### src/rtl/fir_pkg.sv
// Shared constants, command/status structs for the Q15 FIR filter.
// Used by fir_ctrl, fir_dp and the fir_filter_q15 top level.
`timescale 1ns / 1ps
`default_nettype none

package fir_pkg;

    localparam int DELAY_DEPTH_DEF = 64;
    localparam int NUM_COEFS       = 64;
    localparam int COEF_AW         = 6;
    localparam int TAPS_W          = 7;
    localparam int SAMPLE_W        = 16;
    localparam int ACC_W           = 32;
    localparam int Q_SHIFT         = 15;
    localparam int S_TDATA_W       = 40;

    localparam logic [TAPS_W-1:0] NUM_TAPS_RST = 7'd64;

    // s_tdata layout, lowest bit first: sample, coef_index, coef_value
    localparam int SAMPLE_LSB = 0;
    localparam int CIDX_LSB   = 16;
    localparam int CVAL_LSB   = 22;

    typedef struct packed {
        logic clear;     // zero one entry of both tables
        logic coef_wr;   // load a coefficient from the input beat
        logic samp_wr;   // store a sample, start a new convolution
        logic issue;     // read one tap pair
        logic load_out;  // move the accumulator into the output register
    } fir_cmd_t;

    typedef struct packed {
        logic clear_done;
        logic last_tap;
        logic taps_zero;
        logic pipe_busy;
        logic out_free;
    } fir_sts_t;

endpackage

`default_nettype wire

### src/rtl/fir_ram.sv
// Generic single-write, single-read RAM with registered read data.
// No dependencies.
`timescale 1ns / 1ps
`default_nettype none

module fir_ram #(
    parameter int WIDTH = 16,
    parameter int DEPTH = 64
) (
    input  wire logic                     aclk,
    input  wire logic                     we,
    input  wire logic [$clog2(DEPTH)-1:0] waddr,
    input  wire logic [WIDTH-1:0]         wdata,
    input  wire logic [$clog2(DEPTH)-1:0] raddr,
    output logic      [WIDTH-1:0]         rdata
);

    logic [WIDTH-1:0] mem_reg [DEPTH];

    always_ff @(posedge aclk) begin
        if (we) begin
            mem_reg[waddr] <= wdata;
        end
        rdata <= mem_reg[raddr];
    end

endmodule

`default_nettype wire

### src/rtl/fir_ctrl.sv
// Sequencing FSM for the FIR filter: clear pass, accept, MAC loop, drain, output.
// Depends on fir_pkg; drives fir_dp through fir_cmd_t.
`timescale 1ns / 1ps
`default_nettype none

module fir_ctrl
    import fir_pkg::*;
(
    input  wire logic     aclk,
    input  wire logic     aresetn,
    input  wire logic     s_tvalid,
    input  wire logic     s_tuser,
    output logic          s_tready,
    input  wire fir_sts_t sts,
    output fir_cmd_t      cmd
);

    localparam logic [2:0] ST_CLEAR = 3'd0;
    localparam logic [2:0] ST_IDLE  = 3'd1;
    localparam logic [2:0] ST_MAC   = 3'd2;
    localparam logic [2:0] ST_DRAIN = 3'd3;
    localparam logic [2:0] ST_DONE  = 3'd4;

    logic [2:0] state_reg, state_next;
    logic       accept;

    assign s_tready = (state_reg == ST_IDLE);
    assign accept   = s_tvalid && s_tready;

    always_comb begin
        cmd          = '0;
        cmd.clear    = (state_reg == ST_CLEAR);
        cmd.coef_wr  = accept && s_tuser;
        cmd.samp_wr  = accept && !s_tuser;
        cmd.issue    = (state_reg == ST_MAC);
        cmd.load_out = (state_reg == ST_DONE) && sts.out_free;
    end

    always_comb begin
        state_next = state_reg;
        case (state_reg)
            ST_CLEAR: begin
                if (sts.clear_done) begin
                    state_next = ST_IDLE;
                end
            end
            ST_IDLE: begin
                if (cmd.samp_wr) begin
                    state_next = sts.taps_zero ? ST_DONE : ST_MAC;
                end
            end
            ST_MAC: begin
                if (sts.last_tap) begin
                    state_next = ST_DRAIN;
                end
            end
            ST_DRAIN: begin
                if (!sts.pipe_busy) begin
                    state_next = ST_DONE;
                end
            end
            ST_DONE: begin
                if (sts.out_free) begin
                    state_next = ST_IDLE;
                end
            end
            default: state_next = ST_CLEAR;
        endcase
    end

    always_ff @(posedge aclk) begin
        if (!aresetn) begin
            state_reg <= ST_CLEAR;
        end else begin
            state_reg <= state_next;
        end
    end

endmodule

`default_nettype wire

### src/rtl/fir_dp.sv
// FIR datapath: delay line and coefficient RAMs, pointers, one multiplier,
// 32-bit accumulator, tap-count register and output register.
// Depends on fir_pkg and fir_ram.
`timescale 1ns / 1ps
`default_nettype none

module fir_dp
    import fir_pkg::*;
#(
    parameter int DELAY_DEPTH = DELAY_DEPTH_DEF
) (
    input  wire logic                  aclk,
    input  wire logic                  aresetn,
    input  wire fir_cmd_t              cmd,
    output fir_sts_t                   sts,
    input  wire logic                  cfg_valid,
    output logic                       cfg_ready,
    input  wire logic [TAPS_W-1:0]     cfg_data,
    input  wire logic [S_TDATA_W-1:0]  s_tdata,
    output logic                       m_tvalid,
    input  wire logic                  m_tready,
    output logic [SAMPLE_W-1:0]        m_tdata
);

    localparam int AW      = $clog2(DELAY_DEPTH);
    localparam int CLR_LEN = (DELAY_DEPTH > NUM_COEFS) ? DELAY_DEPTH : NUM_COEFS;
    localparam int CLRW    = $clog2(CLR_LEN);

    logic [TAPS_W-1:0]   num_taps_reg;
    logic [CLRW-1:0]     clr_cnt_reg;
    logic [AW-1:0]       wp_reg, wp_inc;
    logic [AW-1:0]       rd_ptr_reg, rd_ptr_dec;
    logic [COEF_AW-1:0]  k_reg;
    logic [COEF_AW-1:0]  taps_m1_reg;
    logic [TAPS_W-1:0]   taps_sat;
    logic                rv_reg, pv_reg;
    logic signed [ACC_W-1:0] prod_reg;
    logic [ACC_W-1:0]    acc_reg;

    logic                dl_we, cf_we;
    logic [AW-1:0]       dl_waddr;
    logic [SAMPLE_W-1:0] dl_wdata, dl_rdata;
    logic [COEF_AW-1:0]  cf_waddr;
    logic [SAMPLE_W-1:0] cf_wdata, cf_rdata;

    assign cfg_ready = 1'b1;

    assign wp_inc     = (wp_reg == AW'(DELAY_DEPTH - 1)) ? '0 : wp_reg + 1'b1;
    assign rd_ptr_dec = (rd_ptr_reg == '0) ? AW'(DELAY_DEPTH - 1) : rd_ptr_reg - 1'b1;
    assign taps_sat   = (num_taps_reg > TAPS_W'(NUM_COEFS)) ? TAPS_W'(NUM_COEFS)
                                                            : num_taps_reg;

    // Both tables are swept with zeros after reset.
    assign dl_we    = cmd.clear || cmd.samp_wr;
    assign dl_waddr = cmd.clear ? clr_cnt_reg[AW-1:0] : wp_inc;
    assign dl_wdata = cmd.clear ? '0 : s_tdata[SAMPLE_LSB +: SAMPLE_W];

    assign cf_we    = cmd.clear || cmd.coef_wr;
    assign cf_waddr = cmd.clear ? clr_cnt_reg[COEF_AW-1:0] : s_tdata[CIDX_LSB +: COEF_AW];
    assign cf_wdata = cmd.clear ? '0 : s_tdata[CVAL_LSB +: SAMPLE_W];

    fir_ram #(
        .WIDTH (SAMPLE_W),
        .DEPTH (DELAY_DEPTH)
    ) u_delay_ram (
        .aclk  (aclk),
        .we    (dl_we),
        .waddr (dl_waddr),
        .wdata (dl_wdata),
        .raddr (rd_ptr_reg),
        .rdata (dl_rdata)
    );

    fir_ram #(
        .WIDTH (SAMPLE_W),
        .DEPTH (NUM_COEFS)
    ) u_coef_ram (
        .aclk  (aclk),
        .we    (cf_we),
        .waddr (cf_waddr),
        .wdata (cf_wdata),
        .raddr (k_reg),
        .rdata (cf_rdata)
    );

    always_comb begin
        sts            = '0;
        sts.clear_done = (clr_cnt_reg == CLRW'(CLR_LEN - 1));
        sts.last_tap   = (k_reg == taps_m1_reg);
        sts.taps_zero  = (num_taps_reg == '0);
        sts.pipe_busy  = rv_reg || pv_reg;
        sts.out_free   = !m_tvalid || m_tready;
    end

    // Control registers
    always_ff @(posedge aclk) begin
        if (!aresetn) begin
            num_taps_reg <= NUM_TAPS_RST;
            clr_cnt_reg  <= '0;
            wp_reg       <= '0;
            rv_reg       <= 1'b0;
            pv_reg       <= 1'b0;
            m_tvalid     <= 1'b0;
        end else begin
            if (cfg_valid && cfg_ready) begin
                num_taps_reg <= cfg_data;
            end
            if (cmd.clear) begin
                clr_cnt_reg <= clr_cnt_reg + 1'b1;
            end
            if (cmd.samp_wr) begin
                wp_reg <= wp_inc;
            end
            rv_reg <= cmd.issue;
            pv_reg <= rv_reg;
            if (cmd.load_out) begin
                m_tvalid <= 1'b1;
            end else if (m_tready) begin
                m_tvalid <= 1'b0;
            end
        end
    end

    // Payload registers
    always_ff @(posedge aclk) begin
        if (cmd.samp_wr) begin
            rd_ptr_reg  <= wp_inc;
            k_reg       <= '0;
            taps_m1_reg <= COEF_AW'(taps_sat - 1'b1);
        end else if (cmd.issue) begin
            rd_ptr_reg <= rd_ptr_dec;
            k_reg      <= k_reg + 1'b1;
        end
        prod_reg <= $signed(cf_rdata) * $signed(dl_rdata);
        if (cmd.samp_wr) begin
            acc_reg <= '0;
        end else if (pv_reg) begin
            acc_reg <= acc_reg + ACC_W'(prod_reg);
        end
        if (cmd.load_out) begin
            m_tdata <= acc_reg[Q_SHIFT +: SAMPLE_W];
        end
    end

    a_no_write_during_mac: assert property (@(posedge aclk) disable iff (!aresetn)
        cmd.issue |-> !(cmd.samp_wr || cmd.coef_wr || cmd.clear))
        else $error("table write while taps are being read");

    a_load_after_drain: assert property (@(posedge aclk) disable iff (!aresetn)
        cmd.load_out |-> !(rv_reg || pv_reg))
        else $error("result loaded before the MAC pipeline drained");

    a_load_sets_valid: assert property (@(posedge aclk) disable iff (!aresetn)
        cmd.load_out |=> m_tvalid)
        else $error("loaded result not presented");

    a_load_when_free: assert property (@(posedge aclk) disable iff (!aresetn)
        cmd.load_out |-> (!m_tvalid || m_tready))
        else $error("output register overwritten while a beat waits");

endmodule

`default_nettype wire

### src/rtl/fir_filter_q15.sv
// Q15 direct-form FIR filter, circular delay line, one MAC per cycle.
// Coefficient write: accepted in one cycle, no result beat; writes can follow back to back.
// Sample: result beat can be taken num_taps + 5 cycles after accept (num_taps capped at 64,
//   zero taps give 2); the next beat is taken no sooner, later while m_tready holds it off.
// Reset: aresetn low clears control; then a clearing pass of max(DELAY_DEPTH, 64) cycles
//   zeros both tables, during which s_tready stays low (configuration writes still taken).
`timescale 1ns / 1ps
`default_nettype none

module fir_filter_q15
    import fir_pkg::*;
#(
    parameter int DELAY_DEPTH = DELAY_DEPTH_DEF
) (
    input  wire logic                 aclk,
    input  wire logic                 aresetn,
    // configuration: num_taps
    input  wire logic                 cfg_valid,
    output logic                      cfg_ready,
    input  wire logic [TAPS_W-1:0]    cfg_data,
    // input beats
    input  wire logic                 s_tvalid,
    output logic                      s_tready,
    input  wire logic [S_TDATA_W-1:0] s_tdata,   // sample[15:0], coef_index[21:16], coef_value[37:22]
    input  wire logic                 s_tuser,   // req_type
    // result beats
    output logic                      m_tvalid,
    input  wire logic                 m_tready,
    output logic [SAMPLE_W-1:0]       m_tdata    // filtered[15:0]
);

    fir_cmd_t cmd;
    fir_sts_t sts;

    fir_ctrl u_ctrl (
        .aclk     (aclk),
        .aresetn  (aresetn),
        .s_tvalid (s_tvalid),
        .s_tuser  (s_tuser),
        .s_tready (s_tready),
        .sts      (sts),
        .cmd      (cmd)
    );

    fir_dp #(
        .DELAY_DEPTH (DELAY_DEPTH)
    ) u_dp (
        .aclk      (aclk),
        .aresetn   (aresetn),
        .cmd       (cmd),
        .sts       (sts),
        .cfg_valid (cfg_valid),
        .cfg_ready (cfg_ready),
        .cfg_data  (cfg_data),
        .s_tdata   (s_tdata),
        .m_tvalid  (m_tvalid),
        .m_tready  (m_tready),
        .m_tdata   (m_tdata)
    );

endmodule

`default_nettype wire
### config.mk
export PLATFORM = sky130hd
export DESIGN_NAME = fir_filter_q15
export DESIGN_NICKNAME = d
export VERILOG_FILES = /design/src/rtl/fir_pkg.sv /design/src/rtl/fir_ram.sv /design/src/rtl/fir_ctrl.sv /design/src/rtl/fir_dp.sv /design/src/rtl/fir_filter_q15.sv
export SDC_FILE = /design/constraint.sdc
export NUM_CORES = 2
export LEC_CHECK = 0
export BUFFER_PORTS_ARGS = -buffer_cell sky130_fd_sc_hd__buf_2
export CORE_ASPECT_RATIO = 1.2
export CORE_MARGIN = 1.5
export CORE_UTILIZATION = 50
export CTS_CLUSTER_DIAMETER = 60
export DETAILED_ROUTE_END_ITERATION = 16
export GPL_TIMING_DRIVEN = 0
export PLACE_DENSITY = 0.72
export SLEW_MARGIN = 0
export SYNTH_ARGS = -nofsm -noshare
export SYNTH_HDL_FRONTEND = slang
export SYNTH_SLANG_ARGS = --single-unit
### constraint.sdc
create_clock -name aclk -period 6.8 [get_ports aclk]
set_clock_uncertainty 0.15 [all_clocks]
set_input_delay 0.68 -clock aclk [delete_from_list [all_inputs] [get_ports aclk]]
set_output_delay 0.68 -clock aclk [all_outputs]
set_load 0.1 [all_outputs]
Word-level counts from Yosys, hierarchy flattened
Memories as Yosys holds them, arrays and structs flattened. A register that Yosys moved wholly into a read port is not among the register bits.
Index checks and enable logic that the tools add are counted.
{"block": "classes", "mux": 22, "n_div": 0, "mul": 1, "n_bitwise": 0, "n_reduce_logical": 16, "n_lt_le_gt_ge": 1, "shift": 0, "n_eq_ne": 12, "add_sub_neg": 6}
{"operator": "$mux W6", "count": 7}
{"operator": "$add A32 B32 Y32", "count": 1}
{"operator": "$mul A16 B16 Y32", "count": 1}
{"operator": "$mux W16", "count": 2}
{"operator": "$add A6 B1 Y6 const B", "count": 3}
{"operator": "$mux W3", "count": 6}
{"operator": "$pmux W3 S5", "count": 1}
{"operator": "$eq A6 B6 Y1 const B", "count": 2}
{"operator": "$sub A6 B1 Y6 const B", "count": 2}
{"operator": "$gt A7 B7 Y1 const B", "count": 1}
{"operator": "$logic_not A7 Y1", "count": 1}
{"operator": "$eq A3 B2 Y1 const B", "count": 2}
{"operator": "$eq A6 B6 Y1", "count": 1}
{"operator": "$logic_not A6 Y1", "count": 1}
{"operator": "$mux W1", "count": 6}
{"operator": "$ne A2 B2 Y1 const B", "count": 3}
{"operator": "$reduce_and A5 Y1", "count": 1}
{"operator": "$logic_and A1 B1 Y1", "count": 4}
{"operator": "$logic_or A1 B1 Y1", "count": 4}
{"operator": "$ne A2 B1 Y1 const B", "count": 2}
{"operator": "$reduce_bool A2 Y1", "count": 2}
{"operator": "$eq A3 B1 Y1 const B", "count": 1}
{"operator": "$eq A3 B3 Y1 const B", "count": 1}
{"operator": "$logic_not A3 Y1", "count": 1}
{"operator": "$logic_not A1 Y1", "count": 2}
{"block": "totals", "reg_bits": 123, "output_inout_bits": 19, "n_memories": 2, "in_bits": 53, "mem_bits_ro": 0, "latchBits": 0, "ramBits": 2048}
{"memory": "u_dp.u_coef_ram.mem_reg", "words": 64, "word_bits": 16, "read_ports": 1, "rd_clocked_by_memory_dff": 1, "wr": 1, "line_no": "fir_ram.sv:18", "rtl": "logic [WIDTH-1:0] mem_reg [DEPTH];"}
{"memory": "u_dp.u_delay_ram.mem_reg", "words": 64, "word_bits": 16, "read_ports": 1, "rd_clocked_by_memory_dff": 1, "wr": 1, "line_no": "fir_ram.sv:18"}

Logic depth before layout (Yosys ltp)
{"block": "logic_depth", "word_depth": 6, "ltp_mapped": 23}

Modules after synthesis
From an unflattened synthesis, not the netlist that was laid out.
{"block": "unflattened", "cells_unflattened": 5405, "area_unflattened_um2": 96153.5}
{"mod": "fir_ram", "seq_area_each_um2": 31069.8, "cells_each": 1829, "area_per_inst_um2": 40042.2, "instances": 2}
{"mod": "fir_dp", "seq_area_each_um2": 2642.5, "cells_each": 1714, "area_per_inst_um2": 15780.1, "instances": 1}
{"mod": "fir_ctrl", "seq_area_each_um2": 60.1, "cells_each": 33, "area_per_inst_um2": 289.0, "instances": 1}

Worst setup path after synthesis
No wires, ideal clock.
{"block": "synth_timing", "kind": "register to register", "start": "reg u_dp.u_coef_ram.rdata[10] (read register of u_dp.u_coef_ram.mem_reg)", "end": "reg u_dp.prod_reg[30]", "synth_period_minus_slack_ns": 6.039, "setup_ns": 0.072, "setup_slack_ns": 0.761, "arrival_ns": 5.817, "path_stages_with_launch": 21, "path_cell_list": "dfxtp_1 -> clkbuf_1 -> nand2_1 -> fa_1 -> fa_1 -> inv_1 -> fa_1 -> fa_1 -> fa_1 -> inv_1 -> fa_1 -> inv_1 -> ha_1 -> a21o_1 -> a31o_1 -> a221o_1 -> o21bai_1 -> a21oi_1 -> o41a_1 -> a211oi_2 -> xnor2_1"}
{"block": "synth_via", "elab_chain_cells": 1}
{"item": "from (decl)", "line_no": "fir_ram.sv:15", "rtl": "output logic [WIDTH-1:0] rdata"}
{"item": "$mul A16 B16 Y32", "line_no": "fir_dp.sv:134", "rtl": "prod_reg <= $signed(cf_rdata) * $signed(dl_rdata);"}
{"item": "to (signal assigned)", "line_no": "fir_dp.sv:134"}
{"item": "to (decl)", "line_no": "fir_dp.sv:37", "rtl": "logic signed [ACC_W-1:0] prod_reg;"}
No other way between the ends.
A chain may end at the register's enable or synchronous reset.

Worst setup path in the final report
{"block": "layout_timing", "start": "reg u_dp.u_coef_ram.rdata[11] (read register of u_dp.u_coef_ram.mem_reg)", "end": "reg u_dp.prod_reg[26]"}
The elaborated chain is that of the path after synthesis.

==> impl_metrics.py <==
metrics = {
    "outcome": {
        "status": "finished clean",
    },
    "critical_path": {
        "r2r-end": "u_dp.prod_reg[26]",
        "cp_cell_sequence": "buf_2 -> nand2_1 -> fa_1 -> fa_1 -> inv_1 -> fa_1 -> fa_1 -> fa_1 -> inv_1 -> fa_1 -> inv_1 -> ha_1 -> a21o_1 -> a31o_1 -> a221o_1 -> o21bai_1 -> a21oi_1 -> o41a_1 -> a31oi_1 -> xnor2_1",
        "startpoint": "u_dp.u_coef_ram.rdata[11]",
        "r2r_setup_slack_ns": 0.19,
        "cp.arrival_ns": 7.21,
        "crit_slowest_cell": "fa_1",
        "cp-start-kind": "flop",
        "rr_startpoint": "u_dp.u_coef_ram.rdata[11]",
        "critical_path_class": "flop to flop",
        "crit_fanout": 10,
        "end_kind": "flop",
        "critPathMostFrequentCell": "fa_1",
        "worstPathRequired_ns": 7.40,
        "rr_worst_depth": 20,
        "max_stage_delay_ns": 0.55,
    },
    "floorplanning": {
        "num_rows": 174,
        "die-area_um2": 192000,
        "chipHeight_um": 480,
        "ioPinCount": 72,
        "die_x_um": 400,
        "initial_core_util_pct": 50.4,
        "coreArea_um2": 188000,
    },
    "routing": {
        "drt-pass1-iter-count": 6,
        "avgViaCountPerCell": 6.16,
        "ant_nets": 0,
        "wl_per_cell_um": 30.6,
        "drt_iter0_markers": 5699,
        "vias": 49259,
        "routed_wl_mm": 245,
        "post-route-drc-count": 0,
    },
    "run": {
        "maxCapViolations": 0,
    },
    "logic_synthesis": {
        "ys_types": 72,
        "synth_seq_cells": 2201,
        "synth_edf_count": 2076,
        "synth_nets": 5344,
        "netlist_instances": 4918,
        "syn_area_um2": 94700,
        "avgSynthCellArea_um2": 19.3,
        "seq_area_frac_synth_pct": 68.4,
        "synth_warnings": 0,
        "synth_flop_cell": "edfxtp_1",
        "async_reset_ff_share_pct": 0,
    },
    "place": {
        "port_buffers": 67,
        "dp.cells": 7597,
        "gp_congestion": 0.947,
        "postPlaceCellArea_um2": 101000,
        "hpwl_mm": 170,
    },
    "sta": {
        "rsz0062_at_grt": "yes",
        "period_share_pct": 97.2,
        "hold_viol": 0,
        "finalSetupViolations": 0,
        "slew_headroom_pct": 5.46,
        "fmax_mhz": 151,
        "worst_slew_pin_slew_ns": 1.42,
        "slew_violations": 0,
        "period_needed_ns": 6.61,
    },
    "power": {
        "power_leakage_nw": 38.4,
        "power.density_nw_per_um2": 449,
        "total_power_mw": 48.6,
        "ir_worst_vdd_mv": 2.02,
    },
    "hold_path": {
        "whs_path_depth": 2,
        "holdCritPathClass": "input port to flop",
        "hold_start": "aresetn",
        "min_to": "u_dp.clr_cnt_reg[1]",
    },
    "layout": {
        "finish.instance_area_um2": 108000,
        "layout.cells.non_filler": 7998,
        "drive_gt1_share_pct": 26.3,
        "fillers": 13422,
        "final_common_cell": "edfxtp_1",
        "fin_util_pct": 57.6,
        "area_growth_pct": 14.2,
        "final_cell_mix": "edfxtp_1 (2076), mux4_2 (637), inv_1 (300)",
        "final_nets": 5773,
    },
    "clocking": {
        "cts_root_buf": "clkbuf_16",
        "cts.sink_count": 2201,
        "cts_tree": "done",
        "post_cts_buffers": 0,
        "clk_pin_slew_ns": 0.06,
        "cts.path.max_buffers": 3,
        "clk_latency_ns": 0.88,
        "numCtsBuffers": 205,
        "htree_levels": 4,
    },
    "global_route": {
        "grt_pass1_vias": 50341,
        "antenna_found_initial": 14,
        "grt_pass1_wl_mm": 350,
        "grt_start_max_net_pins": 58,
        "grt-ovfl-total": 0,
        "grt_usage_pct": 25.6,
    },
}
==> layout make-up <==
cell class                 instances  area (um^2)  share of cell area (%)
clock buffer                     253         5400                    4.99
timing repair buffer             222         2950                    2.73
multi-input combinational       2185        28100                    26.0
tap                             2464         3080                    2.85
sequential                      2201        64900                    60.0
buffer                           230         1110                    1.03
antenna                           12         30.0                  0.0278
clock inverter                   129         1540                    1.42
inverter                         302         1130                    1.05
==> stage by stage <==
step / setup TNS, ns / setup WS [ns] / hold slack, ns
after CTS: 0 / 0.0114 / 0.0589
after detailed placement: -1.22 / -0.241 / 0.300
after global routing: -0.00160 / -0.00160 / 0.0726
final: 0 / 0.192 / 0.111
after global placement: -0.677 / -0.174 / 0.291
after floorplan: 0 / 0.761 / 0.271
==> where the power goes <==
| part | leakage [nW] | switching (mW) | internal [mW] | total, mW |
|---|---|---|---|---|
| Combinational | 13.0 | 11.7 | 9.92 | 21.7 |
| Clock | 3.37 | 5.12 | 6.58 | 11.7 |
| Sequential | 22.0 | 0.0596 | 15.1 | 15.2 |
| Total | 38.4 | 16.9 | 31.6 | 48.6 |
==> synth_stat cells (all sizes together) (23+ instances only) <==
cell	instances	area, um^2
a21oi	72	360
and2	161	1010
buf	88	521
clkbuf	142	533
dfxtp	125	2500
edfxtp	2076	62300
fa	257	5140
ha	116	1450
inv	300	1130
mux2i	63	631
mux4	637	14300
nand2	227	852
nor2	232	871
o21ai	56	280
xnor2	52	455
xor2	23	201
==> layer usage <==
layer	GRT usage [%]	share of wire, %	wire length (um)	up-vias
li1	-	-	-	20124
met1	32.2	36	88500	25818
met2	42.5	50	121000	2726
met3	5.20	8.9	21800	583
met4	12.8	5.4	13300	8
met5	0	0.019	46	-
==> critical path: cells and delay by family (launching register included) <==
| family | cells | cell delay [ns] |
|---|---|---|
| and+or+nand+nor | 1 | 0.15 |
| adders and majority gates | 7 | 3.43 |
| xor gates and xnor gates | 1 | 0.14 |
| AOI/OAI and AO/OA | 7 | 1.77 |
| buffers and inverters | 4 | 0.46 |
| DFF | 1 | 0.45 |
==> kinds of logic after synthesis <==
family,synth area share [%]
flip-flops,68.4
buffers and inverters,2.31
XOR/XNOR,0.693
other,0.00396
multiplexers,16.0
AND/OR/NAND/NOR,3.76
adder cells (fa/ha/maj),6.96
AO/OA/AOI/OAI,1.88
==> worst max-delay path by stage <==
stage | slack (ns) | endpoint | cells past startpoint
after detailed placement | -0.24 | u_dp.prod_reg[26] | 20
after global placement | -0.17 | u_dp.prod_reg[30] | 20
final | 0.19 | u_dp.prod_reg[26] | 20
after floorplan | 0.76 | u_dp.prod_reg[30] | 20
after global routing | -0.002 | u_dp.prod_reg[29] | 20
after CTS | 0.01 | u_dp.prod_reg[29] | 20
==> what timing repair did <==
item	in CTS	in global routing
hold endpoints to repair	7	0
cloned	0	0
setup endpoints to repair	9	8
hold buffers	7	0
resized for setup	15	69
Note: power is estimated with default switching activity, not from simulation.
